File: config.mk
export PLATFORM = sky130hd
export DESIGN_NAME = timed_duplicate_filter_top_flat
export DESIGN_NICKNAME = d
export VERILOG_FILES = /design/src/hw/rtl/tdf_pkg.sv /design/src/hw/rtl/tdf_if.sv /design/src/hw/rtl/timed_duplicate_filter_top.sv /design/src/hw/rtl/tdf_engine.sv /design/src/flat_wrapper.sv
export VERILOG_INCLUDE_DIRS = /design/src /design/src/hw/rtl
export SDC_FILE = /design/constraint.sdc
export NUM_CORES = 2
export LEC_CHECK = 0
export CELL_PAD_IN_SITES_DETAIL_PLACEMENT = 1
export CELL_PAD_IN_SITES_GLOBAL_PLACEMENT = 2
export CORE_MARGIN = 1
export CORE_UTILIZATION = 49
export CTS_CLUSTER_DIAMETER = 100
export DETAILED_ROUTE_END_ITERATION = 10
export DONT_BUFFER_PORTS = 1
export GPL_TIMING_DRIVEN = 0
export PLACE_DENSITY_LB_ADDON = 0.1
export SLEW_MARGIN = 20
export SYNTH_ARGS = -nofsm -noshare
export SYNTH_HDL_FRONTEND = slang
export SYNTH_HIERARCHICAL = 1
export SYNTH_SLANG_ARGS = --single-unit
export TNS_END_PERCENT = 50
File: constraint.sdc
create_clock -name clk -period 19.9 [get_ports clk]
set_input_delay 0 -clock clk [delete_from_list [all_inputs] [get_ports clk]]
set_output_delay 0 -clock clk [all_outputs]
set_load 0.02 [all_outputs]
File: src/hw/rtl/assert_macros.svh
`ifndef ASSERT_MACROS_SVH
`define ASSERT_MACROS_SVH

// Property checked at every rising clock edge outside reset.
`define ASSERT_ALWAYS(lbl, clk, rst, prop, msg) \
  lbl: assert property (@(posedge clk) disable iff (rst) (prop)) \
    else $error(msg);

// Condition in one cycle implies a condition in the next.
`define ASSERT_NEXT(lbl, clk, rst, pre, post, msg) \
  lbl: assert property (@(posedge clk) disable iff (rst) (pre) |=> (post)) \
    else $error(msg);

`endif

File: src/hw/rtl/tdf_pkg.sv
`default_nettype none

package tdf_pkg;

  localparam int KEY_W         = 64;
  localparam int TIME_W        = 32;
  localparam int WIN_W         = 16;
  localparam int DEPTH_DEFAULT = 16;
  localparam int KEY_BITS_DEFAULT = 64;

  localparam logic [WIN_W-1:0] WINDOW_RESET = 16'd1000;

  typedef enum logic [2:0] {
    ST_IDLE,
    ST_EXP_RD,
    ST_EXP_CHK,
    ST_SCAN_RD,
    ST_SCAN_CHK,
    ST_WRITE
  } tdf_state_t;

  typedef struct packed {
    logic [KEY_W-1:0] telegram_out;
    logic             is_duplicate;
    logic             evicted_live;
  } tdf_result_t;

endpackage

`default_nettype wire

File: src/hw/rtl/tdf_if.sv
`default_nettype none

interface tdf_in_if;
  import tdf_pkg::*;

  logic              valid;
  logic              ready;
  logic [KEY_W-1:0]  telegram_key;
  logic [TIME_W-1:0] arrival_ms;

  modport source (output valid, telegram_key, arrival_ms, input ready);
  modport sink   (input valid, telegram_key, arrival_ms, output ready);
endinterface

interface tdf_out_if;
  import tdf_pkg::*;

  logic             valid;
  logic             ready;
  logic [KEY_W-1:0] telegram_out;
  logic             is_duplicate;
  logic             evicted_live;

  modport source (output valid, telegram_out, is_duplicate, evicted_live, input ready);
  modport sink   (input valid, telegram_out, is_duplicate, evicted_live, output ready);
endinterface

`default_nettype wire

File: src/hw/rtl/timed_duplicate_filter_top.sv
`default_nettype none

// Channel       Dir  Word
// telegram_in   in   telegram_key[63:0], arrival_ms[31:0]
// result_out    out  telegram_out[63:0], is_duplicate, evicted_live
// cfg_we/wdata  in   window_ms[15:0], written when cfg_we is high
//
// A word is taken only in idle; expired entries are then dropped from the oldest end,
// the remaining entries scanned for a live match, and the result offered for output.
// The single read port of the entry memory visits one entry at a time, a read state then a check state.
// A finished result sits in the output register while the next word is taken.
// Reset clears state, pointers, count and output valid, not the entries; window_ms returns to 1000.
module timed_duplicate_filter_top #(
  parameter int TABLE_DEPTH = tdf_pkg::DEPTH_DEFAULT,
  parameter int KEY_BITS    = tdf_pkg::KEY_BITS_DEFAULT
) (
  input  wire logic                      clk,
  input  wire logic                      rst,
  tdf_in_if.sink                         telegram_in,
  tdf_out_if.source                      result_out,
  input  wire logic                      cfg_we,
  input  wire logic [tdf_pkg::WIN_W-1:0] cfg_wdata
);
  import tdf_pkg::*;

  `include "assert_macros.svh"

  logic [WIN_W-1:0] window;
  logic             res_valid;
  logic             res_ready;
  tdf_result_t      res;

  always_ff @(posedge clk) begin
    if (rst) begin
      window <= WINDOW_RESET;
    end else if (cfg_we) begin
      window <= cfg_wdata;
    end
  end

  tdf_engine #(
    .TABLE_DEPTH (TABLE_DEPTH),
    .KEY_BITS    (KEY_BITS)
  ) u_engine (
    .clk         (clk),
    .rst         (rst),
    .window      (window),
    .telegram_in (telegram_in),
    .res_valid   (res_valid),
    .res_ready   (res_ready),
    .res         (res)
  );

  assign res_ready = !result_out.valid || result_out.ready;

  always_ff @(posedge clk) begin
    if (rst) begin
      result_out.valid <= 1'b0;
    end else if (res_valid && res_ready) begin
      result_out.valid <= 1'b1;
    end else if (result_out.ready) begin
      result_out.valid <= 1'b0;
    end
  end

  always_ff @(posedge clk) begin
    if (res_valid && res_ready) begin
      result_out.telegram_out <= res.telegram_out;
      result_out.is_duplicate <= res.is_duplicate;
      result_out.evicted_live <= res.evicted_live;
    end
  end

  `ASSERT_NEXT(a_result_loaded, clk, rst, res_valid && res_ready,
               result_out.valid, "result not presented")

endmodule

`default_nettype wire

File: src/hw/rtl/tdf_engine.sv
`default_nettype none

module tdf_engine #(
  parameter int TABLE_DEPTH = tdf_pkg::DEPTH_DEFAULT,
  parameter int KEY_BITS    = tdf_pkg::KEY_BITS_DEFAULT
) (
  input  wire logic                      clk,
  input  wire logic                      rst,
  input  wire logic [tdf_pkg::WIN_W-1:0] window,
  tdf_in_if.sink                         telegram_in,
  output      logic                      res_valid,
  input  wire logic                      res_ready,
  output      tdf_pkg::tdf_result_t      res
);
  import tdf_pkg::*;

  `include "assert_macros.svh"

  localparam int IDX_W = (TABLE_DEPTH > 1) ? $clog2(TABLE_DEPTH) : 1;
  localparam int CNT_W = $clog2(TABLE_DEPTH + 1);
  localparam logic [CNT_W-1:0] FULL = CNT_W'(TABLE_DEPTH);

  // ring storage, contents undefined until written
  logic [KEY_BITS-1:0] mem_key  [TABLE_DEPTH];
  logic [TIME_W-1:0]   mem_time [TABLE_DEPTH];

  tdf_state_t          state, state_next;
  logic [IDX_W-1:0]    oldest, oldest_next;
  logic [CNT_W-1:0]    count, count_next;
  logic [CNT_W-1:0]    scan, scan_next;
  logic                dup, dup_next;
  logic [KEY_BITS-1:0] key_q;
  logic [TIME_W-1:0]   now_q;

  logic [IDX_W-1:0]    rd_addr;
  logic [KEY_BITS-1:0] rd_key;
  logic [TIME_W-1:0]   rd_time;
  logic                wr_en;
  logic [IDX_W-1:0]    wr_addr;
  logic [TIME_W-1:0]   age;
  logic                live;
  logic                full;

  function automatic logic [IDX_W-1:0] slot_of(input logic [IDX_W-1:0] base,
                                               input logic [IDX_W-1:0] off);
    logic [IDX_W:0] sum;
    sum = {1'b0, base} + {1'b0, off};
    if (sum >= (IDX_W+1)'(TABLE_DEPTH)) begin
      sum = sum - (IDX_W+1)'(TABLE_DEPTH);
    end
    return sum[IDX_W-1:0];
  endfunction

  assign age  = now_q - rd_time;
  assign live = age < {{(TIME_W-WIN_W){1'b0}}, window};
  assign full = (count == FULL);

  assign telegram_in.ready = (state == ST_IDLE);

  assign res_valid        = (state == ST_WRITE);
  assign res.telegram_out = KEY_W'(key_q);
  assign res.is_duplicate = dup;
  assign res.evicted_live = !dup && full;

  always_ff @(posedge clk) begin
    rd_key  <= mem_key[rd_addr];
    rd_time <= mem_time[rd_addr];
    if (wr_en) begin
      mem_key[wr_addr]  <= key_q;
      mem_time[wr_addr] <= now_q;
    end
  end

  always_ff @(posedge clk) begin
    if (rst) begin
      state  <= ST_IDLE;
      oldest <= '0;
      count  <= '0;
      scan   <= '0;
      dup    <= 1'b0;
    end else begin
      state  <= state_next;
      oldest <= oldest_next;
      count  <= count_next;
      scan   <= scan_next;
      dup    <= dup_next;
    end
  end

  always_ff @(posedge clk) begin
    if (telegram_in.valid && telegram_in.ready) begin
      key_q <= telegram_in.telegram_key[KEY_BITS-1:0];
      now_q <= telegram_in.arrival_ms;
    end
  end

  always_comb begin
    state_next  = state;
    oldest_next = oldest;
    count_next  = count;
    scan_next   = scan;
    dup_next    = dup;
    rd_addr     = oldest;
    wr_en       = 1'b0;
    wr_addr     = slot_of(oldest, count[IDX_W-1:0]);
    unique case (state)
      ST_IDLE: begin
        if (telegram_in.valid) begin
          dup_next   = 1'b0;
          state_next = ST_EXP_RD;
        end
      end
      ST_EXP_RD: begin
        state_next = (count == '0) ? ST_WRITE : ST_EXP_CHK;
      end
      ST_EXP_CHK: begin
        if (!live) begin
          oldest_next = slot_of(oldest, IDX_W'(1));
          count_next  = count - CNT_W'(1);
          state_next  = ST_EXP_RD;
        end else begin
          scan_next  = '0;
          state_next = ST_SCAN_RD;
        end
      end
      ST_SCAN_RD: begin
        rd_addr    = slot_of(oldest, scan[IDX_W-1:0]);
        state_next = (scan == count) ? ST_WRITE : ST_SCAN_CHK;
      end
      ST_SCAN_CHK: begin
        scan_next = scan + CNT_W'(1);
        // out-of-order stamps: a later entry may be stale, skip it
        if (live && rd_key == key_q) begin
          dup_next   = 1'b1;
          state_next = ST_WRITE;
        end else begin
          state_next = ST_SCAN_RD;
        end
      end
      ST_WRITE: begin
        if (res_ready) begin
          state_next = ST_IDLE;
          if (!dup) begin
            wr_en = 1'b1;
            if (full) begin
              wr_addr     = oldest;
              oldest_next = slot_of(oldest, IDX_W'(1));
            end else begin
              count_next = count + CNT_W'(1);
            end
          end
        end
      end
      default: state_next = ST_IDLE;
    endcase
  end

  `ASSERT_ALWAYS(a_count_bound, clk, rst, count <= FULL, "live count above depth")
  `ASSERT_NEXT(a_store_nonempty, clk, rst, res_valid && res_ready && !dup,
               count != '0, "stored word left ring empty")
  `ASSERT_NEXT(a_full_stays, clk, rst, res_valid && res_ready && res.evicted_live,
               count == FULL, "eviction changed live count")
  `ASSERT_NEXT(a_hold_result, clk, rst, res_valid && !res_ready,
               res_valid && $stable(res), "pending result changed")

endmodule

`default_nettype wire
File: src/flat_wrapper.sv
// flat-port wrapper written by rule: the top's interface ports become plain ports
module timed_duplicate_filter_top_flat import tdf_pkg::*;
#(
  parameter int TABLE_DEPTH = tdf_pkg::DEPTH_DEFAULT,
  parameter int KEY_BITS    = tdf_pkg::KEY_BITS_DEFAULT
)
  (clk, rst, cfg_we, cfg_wdata, telegram_in_valid, telegram_in_telegram_key, telegram_in_arrival_ms, telegram_in_ready, result_out_valid, result_out_telegram_out, result_out_is_duplicate, result_out_evicted_live, result_out_ready);
  tdf_in_if telegram_in_i ();
  tdf_out_if result_out_i ();
  input  wire logic clk;
  input  wire logic rst;
  input  wire logic cfg_we;
  input  wire logic [tdf_pkg::WIN_W-1:0] cfg_wdata;
  input wire logic [$bits(telegram_in_i.valid)-1:0] telegram_in_valid;
  input wire logic [$bits(telegram_in_i.telegram_key)-1:0] telegram_in_telegram_key;
  input wire logic [$bits(telegram_in_i.arrival_ms)-1:0] telegram_in_arrival_ms;
  output wire logic [$bits(telegram_in_i.ready)-1:0] telegram_in_ready;
  output wire logic [$bits(result_out_i.valid)-1:0] result_out_valid;
  output wire logic [$bits(result_out_i.telegram_out)-1:0] result_out_telegram_out;
  output wire logic [$bits(result_out_i.is_duplicate)-1:0] result_out_is_duplicate;
  output wire logic [$bits(result_out_i.evicted_live)-1:0] result_out_evicted_live;
  input wire logic [$bits(result_out_i.ready)-1:0] result_out_ready;
  assign telegram_in_i.valid = telegram_in_valid;
  assign telegram_in_i.telegram_key = telegram_in_telegram_key;
  assign telegram_in_i.arrival_ms = telegram_in_arrival_ms;
  assign telegram_in_ready = telegram_in_i.ready;
  assign result_out_valid = result_out_i.valid;
  assign result_out_telegram_out = result_out_i.telegram_out;
  assign result_out_is_duplicate = result_out_i.is_duplicate;
  assign result_out_evicted_live = result_out_i.evicted_live;
  assign result_out_i.ready = result_out_ready;
  timed_duplicate_filter_top #(.TABLE_DEPTH(TABLE_DEPTH), .KEY_BITS(KEY_BITS)) u_core (.clk(clk), .rst(rst), .telegram_in(telegram_in_i), .result_out(result_out_i), .cfg_we(cfg_we), .cfg_wdata(cfg_wdata));
endmodule
; Word level (Yosys, flattened, before mapping)
; Memory sizes are Yosys's and may differ from the RTL's. A register that Yosys moved wholly into a read port is not among the register bits.
; Cells that the tools add are included.
[totals]
regBits = 197
mem_bits_rw = 1536
inputBits = 117
out_inout_bits = 68
elab_cells = 99
n_memories = 2
[op_classes]
n_addsub = 10
n_lt_le_gt_ge = 4
n_eq_ne = 16
n_mux = 37
reduce_logical = 18
[memory_table]
columns = memory, words, word_bits, rd, rd_clocked_by_memory_dff, write_ports, line
row1 = u_core.u_engine.mem_key, 16, 64, 1, 1, 1, tdf_engine.sv:24  ; logic [KEY_BITS-1:0] mem_key [TABLE_DEPTH];
row2 = u_core.u_engine.mem_time, 16, 32, 1, 1, 1, tdf_engine.sv:25  ; logic [TIME_W-1:0] mem_time [TABLE_DEPTH];
[op_table]
columns = cell, n
row1 = $eq 64x64->1, 1
row2 = $mux 4, 12
row3 = $lt 32x16->1, 1
row4 = $sub 32x32->32, 1
row5 = $mux 5, 5
row6 = $pmux 5 s2, 2
row7 = $pmux 3 s6, 1
row8 = $ne 2x2->1 const B, 8
row9 = $ge 5x5->1 const B, 3
row10 = $mux 3, 4
row11 = $sub 4x1->4 const B, 3
row12 = $add 4x4->5, 2
row13 = $add 5x1->5 const B, 2
row14 = $mux 1, 10
row15 = $reduce_and 5->1, 2
row16 = $pmux 4 s2, 1
row17 = $reduce_bool 2->1, 4
row18 = $eq 3x2->1 const B, 2
row19 = $eq 3x3->1 const B, 2
row20 = $add 4x1->5 const B, 1
row21 = $eq 5x5->1, 1
row22 = $eq 5x5->1 const B, 1
row23 = $logic_not 5->1, 1
row24 = $sub 5x1->5 const B, 1
row25 = other kinds (9), 14

; Longest topological paths before layout
[depth]
ltp_word = 7
ltp_mapped = 20
depth_no_buf = 20

; Hierarchy
; The synthesis kept the hierarchy.
[modules_own_cells]
columns = mod, n_inst, cells_per_inst, area_each_um2, seq_area_each_um2
row1 = tdf_engine, 1, 5358, 69685.6, 51289.2
row2 = timed_duplicate_filter_top, 1, 123, 2623.8, 2322.2

; Worst setup path before layout
; Ideal clock, no wire load.
[synth_path]
path_kind = reg-to-reg
start = register u_core.u_engine.state[0]
end = memory u_core/u_engine/mem_key[12][0] (netlist bit), enable pin
setup_ns = 0.552
arrival_time_ns = 6.078
t_required_ns = 19.348
setup_slack_ns = 13.270
stages_incl_launch_ff = 12
path_buffers = 2
synth_period_minus_slack_ns = 6.630
path_cell_list = dfxtp_1 -> clkbuf_1 -> nor2b_1 -> nand2_1 -> inv_1 -> and3_1 -> clkbuf_1 -> nand3_1 -> nand2_1 -> o21ai_0 -> or2_2 -> nor2_1
[synth_via]
elab_chain_cells = 4
elab_cells_between_ends = 5
classes_between = 1 x eq/ne / 4 x mux
[synth_lines]
columns = element, line
row1 = "start, declared", tdf_engine.sv:27  ; tdf_state_t state, state_next;
row2 = "start signal, assigned", tdf_engine.sv:82  ; state <= state_next;
row3 = $eq 3x3->1 *, -
row4 = via u_core.res_valid, timed_duplicate_filter_top.sv:29  ; logic res_valid;
row5 = $mux 1, tdf_engine.sv:106  ; unique case (state)
row6 = $mux 1, tdf_engine.sv:68  ; if (wr_en) begin
row7 = $mux 1 (implied by the code), tdf_engine.sv:69  ; mem_key[wr_addr] <= key_q;
row8 = "end, declared", tdf_engine.sv:24
; Mark *: on every way through the listed nets, which the timed path passes. The rest lies on a longest branch.

; Final worst setup path
[layout_path]
start = register u_core.u_engine.now_q[0]
end = register u_core.u_engine.count[0]
[layout_via]
elab_chain_cells = 4
[layout_lines]
columns = element, line
row1 = "start, declared", tdf_engine.sv:33  ; logic [TIME_W-1:0] now_q;
row2 = "start signal, assigned", tdf_engine.sv:93  ; now_q <= telegram_in.arrival_ms;
row3 = $sub 32x32->32, tdf_engine.sv:54  ; assign age = now_q - rd_time;
row4 = $lt 32x16->1, tdf_engine.sv:55  ; assign live = age < {{(TIME_W-WIN_W){1'b0}}, window};
row5 = $ne 2x2->1 (no line), -
row6 = $reduce_and 5->1 (no line), -
row7 = "end signal, assigned", tdf_engine.sv:84  ; count <= count_next;
row8 = "end, declared", tdf_engine.sv:29  ; logic [CNT_W-1:0] count, count_next;
; Every way passes these cells.
; A chain may end at the register's enable or synchronous reset.

==> qor.yml <==
run_status:
  outcome: "finished clean"
synth:
  synth.most_common_cell: "edfxtp_1"
  syn_avg_cell_area_um2: 13.2
  ys_ff_latch: 1829
  async_flop_share_pct: 0
  synth_flop_cell: "edfxtp_1"
  synth_top_family_by_area: "simple AND/OR/NAND/NOR gates"
  synth.area.top_cells: "edfxtp_1 (71%), nand2_1 (8.2%), dfxtp_1 (3.6%)"
  ys_warn_count: 6
  synthCells: 5481
  synth_cell_types: 78
  synthMuxAreaShare_pct: 0.315
  synth_xor_area_share_pct: 1.20
  yosys.area_share.adder_pct: 1.10
  synth_simple_gate_area_share_pct: 14.2
  synth_edf_count: 1698
  synthTopCellsByCount: "edfxtp_1 (1698), nand2_1 (1586), nand3_1 (397)"
  yosysTopAreaCell: "edfxtp_1"
  yosysSeqAreaShare_pct: 74.1
  synthDominantCellAreaShare_pct: 70.5
  synth_fp_nets: 5659
  post_synth_instance_area_um2: 72300
  synth-compound-area-share_pct: 6.80
setup_path:
  crit_fanout: 17
  crit_path_max_incr_delay_ns: 0.98
  slowest_stage: "o41ai_1"
  worstPathArrival_ns: 6.98
  worst_setup_path_end_kind: "register"
  start_kind: "register"
  rrSetupSlack_ns: 13.61
  reg2reg_to: "u_core/u_engine/count[0]"
  crit_type: "register to register"
  path_buf_inv: 1
  reg2reg_depth: 17
  crit_family: "compound AO/OA/AOI/OAI gates"
  required_ns: 20.59
  crit_chain: "inv_1 -> ha_1 -> fa_1 -> nor2b_1 -> o2111ai_1 -> nand2_1 -> xnor2_1 -> ha_1 -> o2111ai_1 -> a21oi_1 -> o41ai_1 -> a21bo_2 -> a2111o_1 -> nor4_1 -> nand4_1 -> a21oi_2 -> mux2_2"
  r2r_start: "u_core/u_engine/now_q[0]"
drt:
  wirelength_um: 228000
  via_count: 48400
  drc: 0
  drtPass1Iterations: 5
  drt_iter0_markers: 3885
  ant_nets: 0
  vias_per_cell: 5.98
  routedWlPerCell_um: 28.1
power_and_ir_drop:
  total_power_mw: 11.4
  leakagePower_nw: 29.3
  power_density_nw_per_um2: 133
  peakVddDrop_mv: 0.119
sta:
  hold_viol: 0
  fmax_mhz: 159
  period_share_pct: 31.6
  timing.final.ws_setup_ns: 13.61
  fin_setup_tns_ns: 0
  finalClockSkew_ns: 0.0400
  worst_pin_slew_ns: 1.14
  fin_crit_ns: 6.29
  drv_slew: 0
  setup_viol: 0
  rsz0062_at_grt: "false"
  slew_headroom_pct: 22.9
global_routing:
  antenna_found_initial: 14
  grtUsageTotal_pct: 30.4
  grt_pass1_wl_um: 330000
  grt_max_degree: 49
  grt_pass1_vias: 50100
  grt-ovfl-total: 0
floorplanning:
  core_um2: 146000
  die_x_um: 386
  die_h_um: 386
  ios: 185
  start_util_pct: 49.5
  num_rows: 140
  die_area_um2: 149000
cts:
  cts_buffers: 191
  clock_latency_ns: 0.82
  path_clk_slew_ns: 0.06
  cts-resized-gates: 0
  cts_tree: "yes"
  clock-sinks: 1829
  htreeDepth: 4
  cts.path.max_buffers: 3
  cts_root_buf: "clkbuf_16"
  postCtsSetupBuffers: 0
min_path:
  whs_endpoint: "u_core/window[5]"
  holdPathStages: 3
  hold_path.class: "input port to register"
  holdCritStartpoint: "cfg_we"
final_layout:
  area_growth_pct: 18.0
  nNetsFinal: 6184
  fill_cells: 14200
  seq_area_um2: 53600
  drive_gt1_share_pct: 7.26
  multi_input_area_um2: 17200
placement:
  place_congestion: 0.819
  dp_slack_ns: 13.75
  portBuffers: 0
  hpwl_um: 151000
job:
  drv_cap: 0
## repair_timing
action | 4_1_cts | 5_1_grt
setup endpoints to repair | 0 | 0
hold buffers | 239 | 0
endpoints found under the hold margin | 204 | 0
## tightest hold or removal path: stages
cell and delay (ns):
and2b_4 0.21, a211o_1 0.08, dlygate4sd3_1 0.54
## cell type report
class                           instances  share of cell area (%)
Buffer                                348                    1.62
Sequential cell                      1829                    62.8
Clock buffer                          261                    6.17
Timing Repair Buffer                  332                    5.21
Tap cell                             1917                    2.81
Inverter                               70                   0.308
Multi-Input combinational cell       3234                    20.2
Antenna cell                            6                  0.0176
Clock inverter                         96                   0.865
## per-stage QoR
step | hold slack (ns) | util (%) | cells | cell area [um2]
global route | 0.0389 | 58.4 | 8087 | 85300
CTS | 0.00195 | 58.4 | 8087 | 85300
floorplan | 0.0989 | - | 5481 | 72300
detailed placement | 0.0989 | 52.7 | 7491 | 76900
finish | 0.0545 | 58.4 | 8093 | 85300
global placement | 0.0989 | 51.1 | 7398 | 74700
## sequential cells by signal (all words and copies together), names as in the netlist
signal and flops:
u_core/u_engine/rd_time 32, u_core/u_engine/dup 1, u_core/u_engine/mem_time 512, u_core/u_engine/key_q 64, u_core/u_engine/state 3, u_core/u_engine/now_q 32
u_core/u_engine/mem_key 1024, u_core/u_engine/oldest 4, u_core/result_out.valid 1, u_core/u_engine/count 5, u_core/result_out.evicted_live 1, u_core/result_out.telegram_out 64
u_core/result_out.is_duplicate 1, u_core/window 16, u_core/u_engine/rd_key 64, u_core/u_engine/scan 5
## where the power goes
| part | internal (mW) | switching [mW] |
|---|---|---|
| sequential | 4.71 | 0.411 |
| combinational | 0.882 | 1.93 |
| clock | 1.94 | 1.49 |
| total | 7.54 | 3.84 |
## per-layer routing
layer	part of all wire (%)	GRT usage, %	up-vias	wire [um]
li1	-	-	21400	-
met1	41	40.5	25100	94100
met2	49	51.6	1625	112000
met3	6.0	3.99	375	13600
met4	3.4	10.4	8	7770
met5	0.022	0	-	49
## cell families after synthesis
kind of cell               count (synthesis)
and+or+nand+nor                         2379
DFF                                     1829
AOI/OAI and AO/OA                        673
buffers and inverters                    418
xor gates and xnor gates                  99
adders and majority gates                 61
muxes                                     22
## cell usage in the layout, fill, tap and decap left out, types with 26 or more instances in the layout
master	instances
a311oi_1	291
nand3_1	397
clkbuf_1	338
buf_16	26
edfxtp_1	1698
dfxtp_1	131
a21oi_1	148
inv_1	70
clkinv_1	39
nand4_1	32
o21ai_0	32
and3_1	201
a31oi_1	100
buf_12	68
nor2_1	55
clkinv_2	31
clkbuf_16	195
ha_1	57
xnor2_1	82
dlygate4sd3_1	239
clkbuf_2	28
nand2_1	1586
## worst max-delay path by stage
stage	slack (ns)	cells past startpoint	end	startpoint
finish	13.61	17	u_core/u_engine/count[0]	u_core/u_engine/now_q[0]
CTS	13.72	17	u_core/u_engine/count[3]	u_core/u_engine/now_q[0]
floorplan	13.27	11	u_core/u_engine/mem_key[12][0]	u_core/u_engine/state[0]
global placement	8.68	10	u_core/u_engine/mem_key[1][49]	u_core/u_engine/state[0]
global route	13.59	17	u_core/u_engine/count[0]	u_core/u_engine/now_q[0]
detailed placement	13.75	17	u_core/u_engine/count[3]	u_core/u_engine/now_q[0]
No activity file was read; power rests on OpenSTA's default activity.
